$ cat src/rtl/core/kct_pkg.sv
// Shared constants and types for the k-means codebook trainer.
package kct_pkg;

   // Fixed field widths.
   localparam int VAL_W    = 16;
   localparam int ERR_W    = 46;
   localparam int PASS_W   = 8;
   localparam int VCFG_W   = 11;
   localparam int CAP_W    = 8;
   localparam int SQ_W     = 32;
   localparam int CSR_IX_W = 1;

   // Request modes.
   localparam logic [1:0] MODE_LOAD_SAMPLE   = 2'd0;
   localparam logic [1:0] MODE_LOAD_CENTROID = 2'd1;
   localparam logic [1:0] MODE_START         = 2'd2;
   localparam logic [1:0] MODE_READ          = 2'd3;

   // Response status codes.
   localparam logic [1:0] STATUS_READBACK  = 2'd0;
   localparam logic [1:0] STATUS_CONVERGED = 2'd1;
   localparam logic [1:0] STATUS_EMPTY     = 2'd2;
   localparam logic [1:0] STATUS_CAP       = 2'd3;

   // Register indexes.
   localparam logic [CSR_IX_W-1:0] CSR_VECTOR_COUNT  = 1'd0;
   localparam logic [CSR_IX_W-1:0] CSR_ITERATION_CAP = 1'd1;

   // Register reset values.
   localparam logic [VCFG_W-1:0] VCOUNT_RESET = 11'd1024;
   localparam logic [CAP_W-1:0]  ICAP_RESET   = 8'd64;

   // Divider status seen by the sequencer.
   typedef struct packed {
      logic busy;
      logic done;
   } kct_div_stat_type;

endpackage

$ cat src/rtl/core/kct_divider.sv
// Iterative signed-by-unsigned divider, one quotient bit per cycle, truncating toward zero.
module kct_divider #(
   parameter int SUM_W = 26,
   parameter int CNT_W = 11
) (
   input  logic                          clock,
   input  logic                          reset,
   input  logic                          start,
   input  logic signed [SUM_W-1:0]       dividend,
   input  logic        [CNT_W-1:0]       divisor,
   output logic        [kct_pkg::VAL_W-1:0] quotient,
   output kct_pkg::kct_div_stat_type     stat
);
   import kct_pkg::*;

   localparam int STEP_W = $clog2(SUM_W + 1);

   logic              busy_ff, busy_in;
   logic              done_ff, done_in;
   logic [STEP_W-1:0] step_ff, step_in;
   logic              neg_ff, neg_in;
   logic [SUM_W-1:0]  mag_ff, mag_in;
   logic [CNT_W-1:0]  rem_ff, rem_in;
   logic [CNT_W-1:0]  den_ff, den_in;
   logic [CNT_W:0]    rem_sh;
   logic              ge;
   logic [SUM_W-1:0]  signed_q;

   // One restoring step: shift in the next dividend bit, subtract when it fits.
   always_comb begin
      rem_sh  = {rem_ff, mag_ff[SUM_W-1]};
      ge      = (rem_sh >= {1'b0, den_ff});
      busy_in = busy_ff;
      done_in = 1'b0;
      step_in = step_ff;
      neg_in  = neg_ff;
      mag_in  = mag_ff;
      rem_in  = rem_ff;
      den_in  = den_ff;
      if (start) begin
         busy_in = 1'b1;
         step_in = '0;
         neg_in  = dividend[SUM_W-1];
         mag_in  = dividend[SUM_W-1] ? SUM_W'(-dividend) : SUM_W'(dividend);
         rem_in  = '0;
         den_in  = divisor;
      end else if (busy_ff) begin
         rem_in  = ge ? CNT_W'(rem_sh - {1'b0, den_ff}) : rem_sh[CNT_W-1:0];
         mag_in  = {mag_ff[SUM_W-2:0], ge};
         step_in = step_ff + 1'b1;
         if (step_ff == STEP_W'(SUM_W - 1)) begin
            busy_in = 1'b0;
            done_in = 1'b1;
         end
      end
   end

   always_ff @(posedge clock) begin
      if (reset) begin
         busy_ff <= 1'b0;
         done_ff <= 1'b0;
      end else begin
         busy_ff <= busy_in;
         done_ff <= done_in;
      end
      step_ff <= step_in;
      neg_ff  <= neg_in;
      mag_ff  <= mag_in;
      rem_ff  <= rem_in;
      den_ff  <= den_in;
   end

   // Apply the sign and keep the low word.
   assign signed_q  = neg_ff ? (~mag_ff + 1'b1) : mag_ff;
   assign quotient  = signed_q[VAL_W-1:0];
   assign stat.busy = busy_ff;
   assign stat.done = done_ff;

endmodule

$ cat config.mk
export PLATFORM = sky130hd
export DESIGN_NAME = kct_divider
export DESIGN_NICKNAME = d
export VERILOG_FILES = /design/src/rtl/core/kct_pkg.sv /design/src/rtl/core/kct_divider.sv
export SDC_FILE = /design/constraint.sdc
export NUM_CORES = 1
export LEC_CHECK = 0
export ABC_AREA = 0
export BUFFER_PORTS_ARGS = -buffer_cell sky130_fd_sc_hd__buf_2
export CAP_MARGIN = 25
export CORE_AREA = 2 2 95 97
export CTS_CLUSTER_DIAMETER = 30
export CTS_CLUSTER_SIZE = 14
export DETAILED_ROUTE_END_ITERATION = 7
export DIE_AREA = 0 0 97 99
export SLEW_MARGIN = 20
export SYNTH_ARGS = -nofsm -noshare
export SYNTH_HDL_FRONTEND = slang
export SYNTH_SLANG_ARGS = --single-unit
$ cat constraint.sdc
create_clock -name clock -period 2.1 [get_ports clock]
set_input_delay 0.21 -clock clock [delete_from_list [all_inputs] [get_ports clock]]
set_output_delay 0.21 -clock clock [all_outputs]
set_load 0.005 [all_outputs]
# --- Word-level counts from Yosys, hierarchy flattened ---
# Index checks and enable logic that the tools add are counted.
word_totals:
  elab_cells: 26
  ff_bits: 56
  in_bits: 40
op_classes:
  n_addsub: 4
  n_mux: 9
  n_reduce_logical: 2
  magnitude_cmp: 1
  n_bitwise: 2
  eq_ne: 1
op_table:
  columns: ["cell", "n"]
  rows:
  - ["2-to-1 mux 26 bit", 3]
  - ["negation 26 bit", 1]
  - ["adder 16 x 1 -> 16 bit (second input constant)", 1]
  - ["2-to-1 mux 16 bit", 1]
  - ["inverter 16 bit", 1]
  - [">= comparator 12 x 11 -> 1 bit", 1]
  - ["2-to-1 mux 11 bit", 1]
  - ["subtractor 11 bit", 1]
  - ["adder 5 x 1 -> 5 bit (second input constant)", 1]
  - ["equality test 5 bit (second input constant)", 1]
  - ["2-to-1 mux 1 bit", 4]
  - ["OR reduction 3 bit", 1]
  - ["nonzero test 2 bit", 1]
  - ["inverter 1 bit", 1]

# --- Depth between registers and ports, before layout ---
depth:
  ltp_word: 4
  depth_mapped: 11
  mapped_depth_nobuf: 9

# --- Worst setup path before layout ---
# OpenSTA, ideal clock, no wires.
synth_path:
  path_kind: "reg-to-reg"
  from: "reg den_ff[0]"
  to: "reg rem_ff[10]"
  arrival_ns: 2.199
  synth_period_minus_slack_ns: 2.259
  path_stages_with_launch: 9
  slack_ns: -0.159
  path_buffers: 0
  setup_ns: 0.060
  cell_sequence: "edfxtp_1 > ha_1 > fa_1 > nor2b_1 > o31a_2 > o21ai_1 > a21o_1 > or4b_2 > nand2_1"
synth_via:
  elab_chain_cells: 2
synth_rtl:
  columns: ["item", "line_no", "rtl"]
  rows:
  - ["start: declaration", "kct_divider.sv:24", "logic [CNT_W-1:0] den_ff, den_in;"]
  - ["start signal: assignment", "kct_divider.sv:70", "den_ff <= den_in;"]
  - ["subtractor 11 bit / >= comparator 12 x 11 -> 1 bit (equally long branches)", "kct_divider.sv:48, kct_divider.sv:32", null]
  - ["2-to-1 mux 11 bit *", "kct_divider.sv:48", "rem_in = ge ? CNT_W'(rem_sh - {1'b0, den_ff}) : rem_sh[CNT_W-1:0];"]
  - ["end signal: assignment", "kct_divider.sv:69", "rem_ff <= rem_in;"]
  - ["end: declaration", "kct_divider.sv:23", "logic [CNT_W-1:0] rem_ff, rem_in;"]
# Mark *: on every way between the ends. The rest lies on a longest branch, timed or not.
# A chain may end at the register's enable or synchronous reset.

# --- Worst setup path in the final report ---
layout_path:
  from: "reg mag_ff[2]"
  to: "out quotient[13] (netlist bit)"
layout_via:
  elab_chain_cells: 3
layout_rtl:
  columns: ["item", "line_no", "rtl"]
  rows:
  - ["start: declaration", "kct_divider.sv:22", "logic [SUM_W-1:0] mag_ff, mag_in;"]
  - ["start signal: assignment", "kct_divider.sv:68", "mag_ff <= mag_in;"]
  - ["inverter 16 bit", "kct_divider.sv:74", "assign signed_q = neg_ff ? (~mag_ff + 1'b1) : mag_ff;"]
  - ["adder 16 x 1 -> 16 bit", "kct_divider.sv:74", null]
  - ["2-to-1 mux 16 bit", "kct_divider.sv:74", null]
  - ["end: declaration", "kct_divider.sv:11", "output logic [kct_pkg::VAL_W-1:0] quotient,"]
# No other way between the ends.

==> impl_metrics.env <==
export IMPL_slew_viol_final=0
export IMPL_yosys_warnings=0
export IMPL_synth_most_common_cell="nor2_1"
export IMPL_ys_top_cells_by_count="47 x nor2_1, 38 x edfxtp_1, 30 x a21oi_1, 28 x nand2_1, 28 x xor2_1"
export IMPL_post_place_cells=569
export IMPL_p_switching_mw=0.768
export IMPL_firstDrtPassIters=4
export IMPL_worstPathArrival_ps=2360
export IMPL_grt_first_pass_wirelength_um=13100
export IMPL_cp_top_family="simple AND/OR/NAND/NOR gates"
export IMPL_holdWs_ps=55.8
export IMPL_rr_worst_depth=9
export IMPL_drc=0
export IMPL_synth_top_area_share_pct=32.2
export IMPL_combPwrFrac_pct=26.1
export IMPL_die_area_um2=9600
export IMPL_ant_nets=0
export IMPL_setup_violations=19
export IMPL_syn_area_per_cell_um2=9.54
export IMPL_slowest_delay_ps=470
export IMPL_hp_class="in2reg"
export IMPL_synthCells=371
export IMPL_area_growth_pct=28.4
export IMPL_rr_endpoint="rem_ff[4]$_SDFFE_PP0P_"
export IMPL_hold_buffers=0
export IMPL_hold_viol=0
export IMPL_relSlewSlack_pct=54.8
export IMPL_ys_types=51
export IMPL_violations="negative setup slack"
export IMPL_row_count=34
export IMPL_grt_setup_unrepaired="yes"
export IMPL_fmax_ghz=0.389
export IMPL_crit_buf_inv=1
export IMPL_tightest_slew_ps=678
export IMPL_synth_edf_count=38
export IMPL_power_frac_clock_pct=22.8
export IMPL_routedWlPerCell_um=13.5
export IMPL_cp_required_ps=1890
export IMPL_portBuffers=57
export IMPL_cts_root_buf="clkbuf_8"
export IMPL_final_cells=586
export IMPL_setup_slack_ps=-468
export IMPL_drive_gt1_share_pct=31.6
export IMPL_cts_tree="done"
export IMPL_vias=2977
export IMPL_grt_use_total_pct=16.6
export IMPL_seqPwrFrac_pct=51.1
export IMPL_overflow=0
export IMPL_cp_start_kind="register"
export IMPL_ys_flop_type="edfxtp_1"
export IMPL_ir_drop_mv=0.322
export IMPL_switching_share_pct=28.7
export IMPL_antenna_found_initial=0
export IMPL_syn_cell_area_um2=3540
export IMPL_status="finished with violations"
export IMPL_yosys_top_cells_area="edfxtp_1 32%, dfxtp_1 10%, xor2_1 6.9%"
export IMPL_async_reset_ff_share_pct=0
export IMPL_ys_seq_area_share_pct=42.4
export IMPL_synth_top_area_cell="edfxtp_1"
export IMPL_syn_nets=427
export IMPL_crit_slowest_cell="or4_4"
export IMPL_finalNetCount=533
export IMPL_p_int_mw=1.91
export IMPL_wl_um=7930
export IMPL_utilization_pct=53.1
export IMPL_start_util_pct=41.4
export IMPL_power_mw=2.68
export IMPL_min_period_ps=2570
export IMPL_drv_cap=0
export IMPL_min_period_over_period_pct=122
export IMPL_cp_max_fo=3
export IMPL_skew_ps=7.09
export IMPL_crit_end="quotient[13]"
export IMPL_clk_pin_slew_ps=100
export IMPL_clock_latency_ps=310
export IMPL_worstSetupPathType="reg2out"
export IMPL_p_leak_nw=1.89
export IMPL_gp_congestion=0.779
export IMPL_drt_iter0_drc=129
export IMPL_tns_ps=-3790
export IMPL_startpoint="mag_ff[2]$_DFFE_PP_"
export IMPL_path_cells="nor3_2 > nand2_1 > or3_4 > or4_4 > o41ai_4 > xnor2_1 > buf_2"
export IMPL_synth_seq_cells=56
export IMPL_htreeDepth=2
export IMPL_r2r_start="den_ff[0]$_DFFE_PP_"
export IMPL_end_kind="primary output"
export IMPL_grt_max_degree=27
export IMPL_io_pins=58
export IMPL_die_h_um=99
export IMPL_core_area_um2=8550
export IMPL_r2r_slack_ps=-140
export IMPL_min_from="reset"
export IMPL_clockBufferDepth=2
export IMPL_crit_cells=7
export IMPL_detailed_place_hpwl_um=5920
export IMPL_p_per_area_nw_per_um2=590
export IMPL_numCtsBuffers=5
export IMPL_grt_pass1_vias=2815
export IMPL_antenna_cells=0
export IMPL_clock_sinks=56
export IMPL_vias_per_cell=5.08
export IMPL_die_w_um=97
## cell type report
class | instances | area (µm²)
inverter | 21 | 78.8
fill | 784 | 4010
sequential | 56 | 1500
multi-input combinational | 277 | 1980
timing repair buffer | 116 | 751
tap | 108 | 135
clock buffer | 7 | 86.3
clock inverter | 1 | 7.51
## power by group through the flow
stage | clock [mW] | combinational [mW] | sequential (mW)
after floorplan | 0 | 0.393 | 1.37
after global placement | 0 | 0.659 | 1.38
after detailed placement | 0 | 0.665 | 1.39
after CTS | 0.630 | 0.692 | 1.37
after global routing | 0.680 | 0.781 | 1.38
final | 0.611 | 0.699 | 1.37
## routing by layer
layer	vias up	track usage (%)	share of wire, %	wire length [µm]
met2	68	27.9	48	3810
met1	1349	22.0	47	3700
li1	1551	-	-	-
met4	0	4.98	1.3	104
met5	-	0	0	0
met3	9	2.91	3.9	309
## registers in the layout, summed over array words and instances (netlist names)
register and count:
busy_ff 1, den_ff 11, done_ff 1, mag_ff 26, neg_ff 1, rem_ff 11
step_ff 5
## worst min-delay path by stage
stage                               end  slack [ps]  depth (start not counted)
CTS                  busy_ff$_SDFF_PP0_          50                          2
detailed placement   busy_ff$_SDFF_PP0_         390                          2
floorplan            busy_ff$_SDFF_PP0_         280                          1
finish               busy_ff$_SDFF_PP0_          60                          2
global route        den_ff[5]$_DFFE_PP_          50                          1
global placement     busy_ff$_SDFF_PP0_         390                          2
## cells by family (layout without fill, tap and decap cells)
logic type / after synthesis / count (layout) / synth area share (%)
simple gates: 119 / 119 / 17.2
compound gates: 92 / 92 / 17.6
mux: 3 / 3 / 0.919
fa+ha+maj: 16 / 16 / 5.87
xor+xnor: 47 / 47 / 11.6
buf+inv: 38 / 145 / 4.42
flops: 56 / 56 / 42.4
## cell usage in the layout (no fill, tap or decap), drive strengths merged, types with 8 or more instances in the layout
cell type	Yosys	layout
a21oi	30	30
o21ai	16	16
o31ai	18	18
xnor2	19	19
buf	7	116
edfxtp	38	38
xor2	28	28
inv	21	21
nand2	28	28
dfxtp	18	18
ha	15	15
nor2	48	48
nand2b	8	8
## repair_timing
action / in CTS / in global routing
setup endpoints to repair: 21 / 21
pin swaps: 10 / 8
buffers inserted: 6 / 2
resized for setup: 15 / 11
gates cloned: 1 / 0
## stage by stage
stage | instance area (µm²) | setup WS, ps
floorplan | 3570 | -67.0
global placement | 4280 | -208
detailed placement | 4280 | -288
CTS | 4490 | -469
global route | 4540 | -594
finish | 4540 | -468
Power figures use the tool's default switching activity.
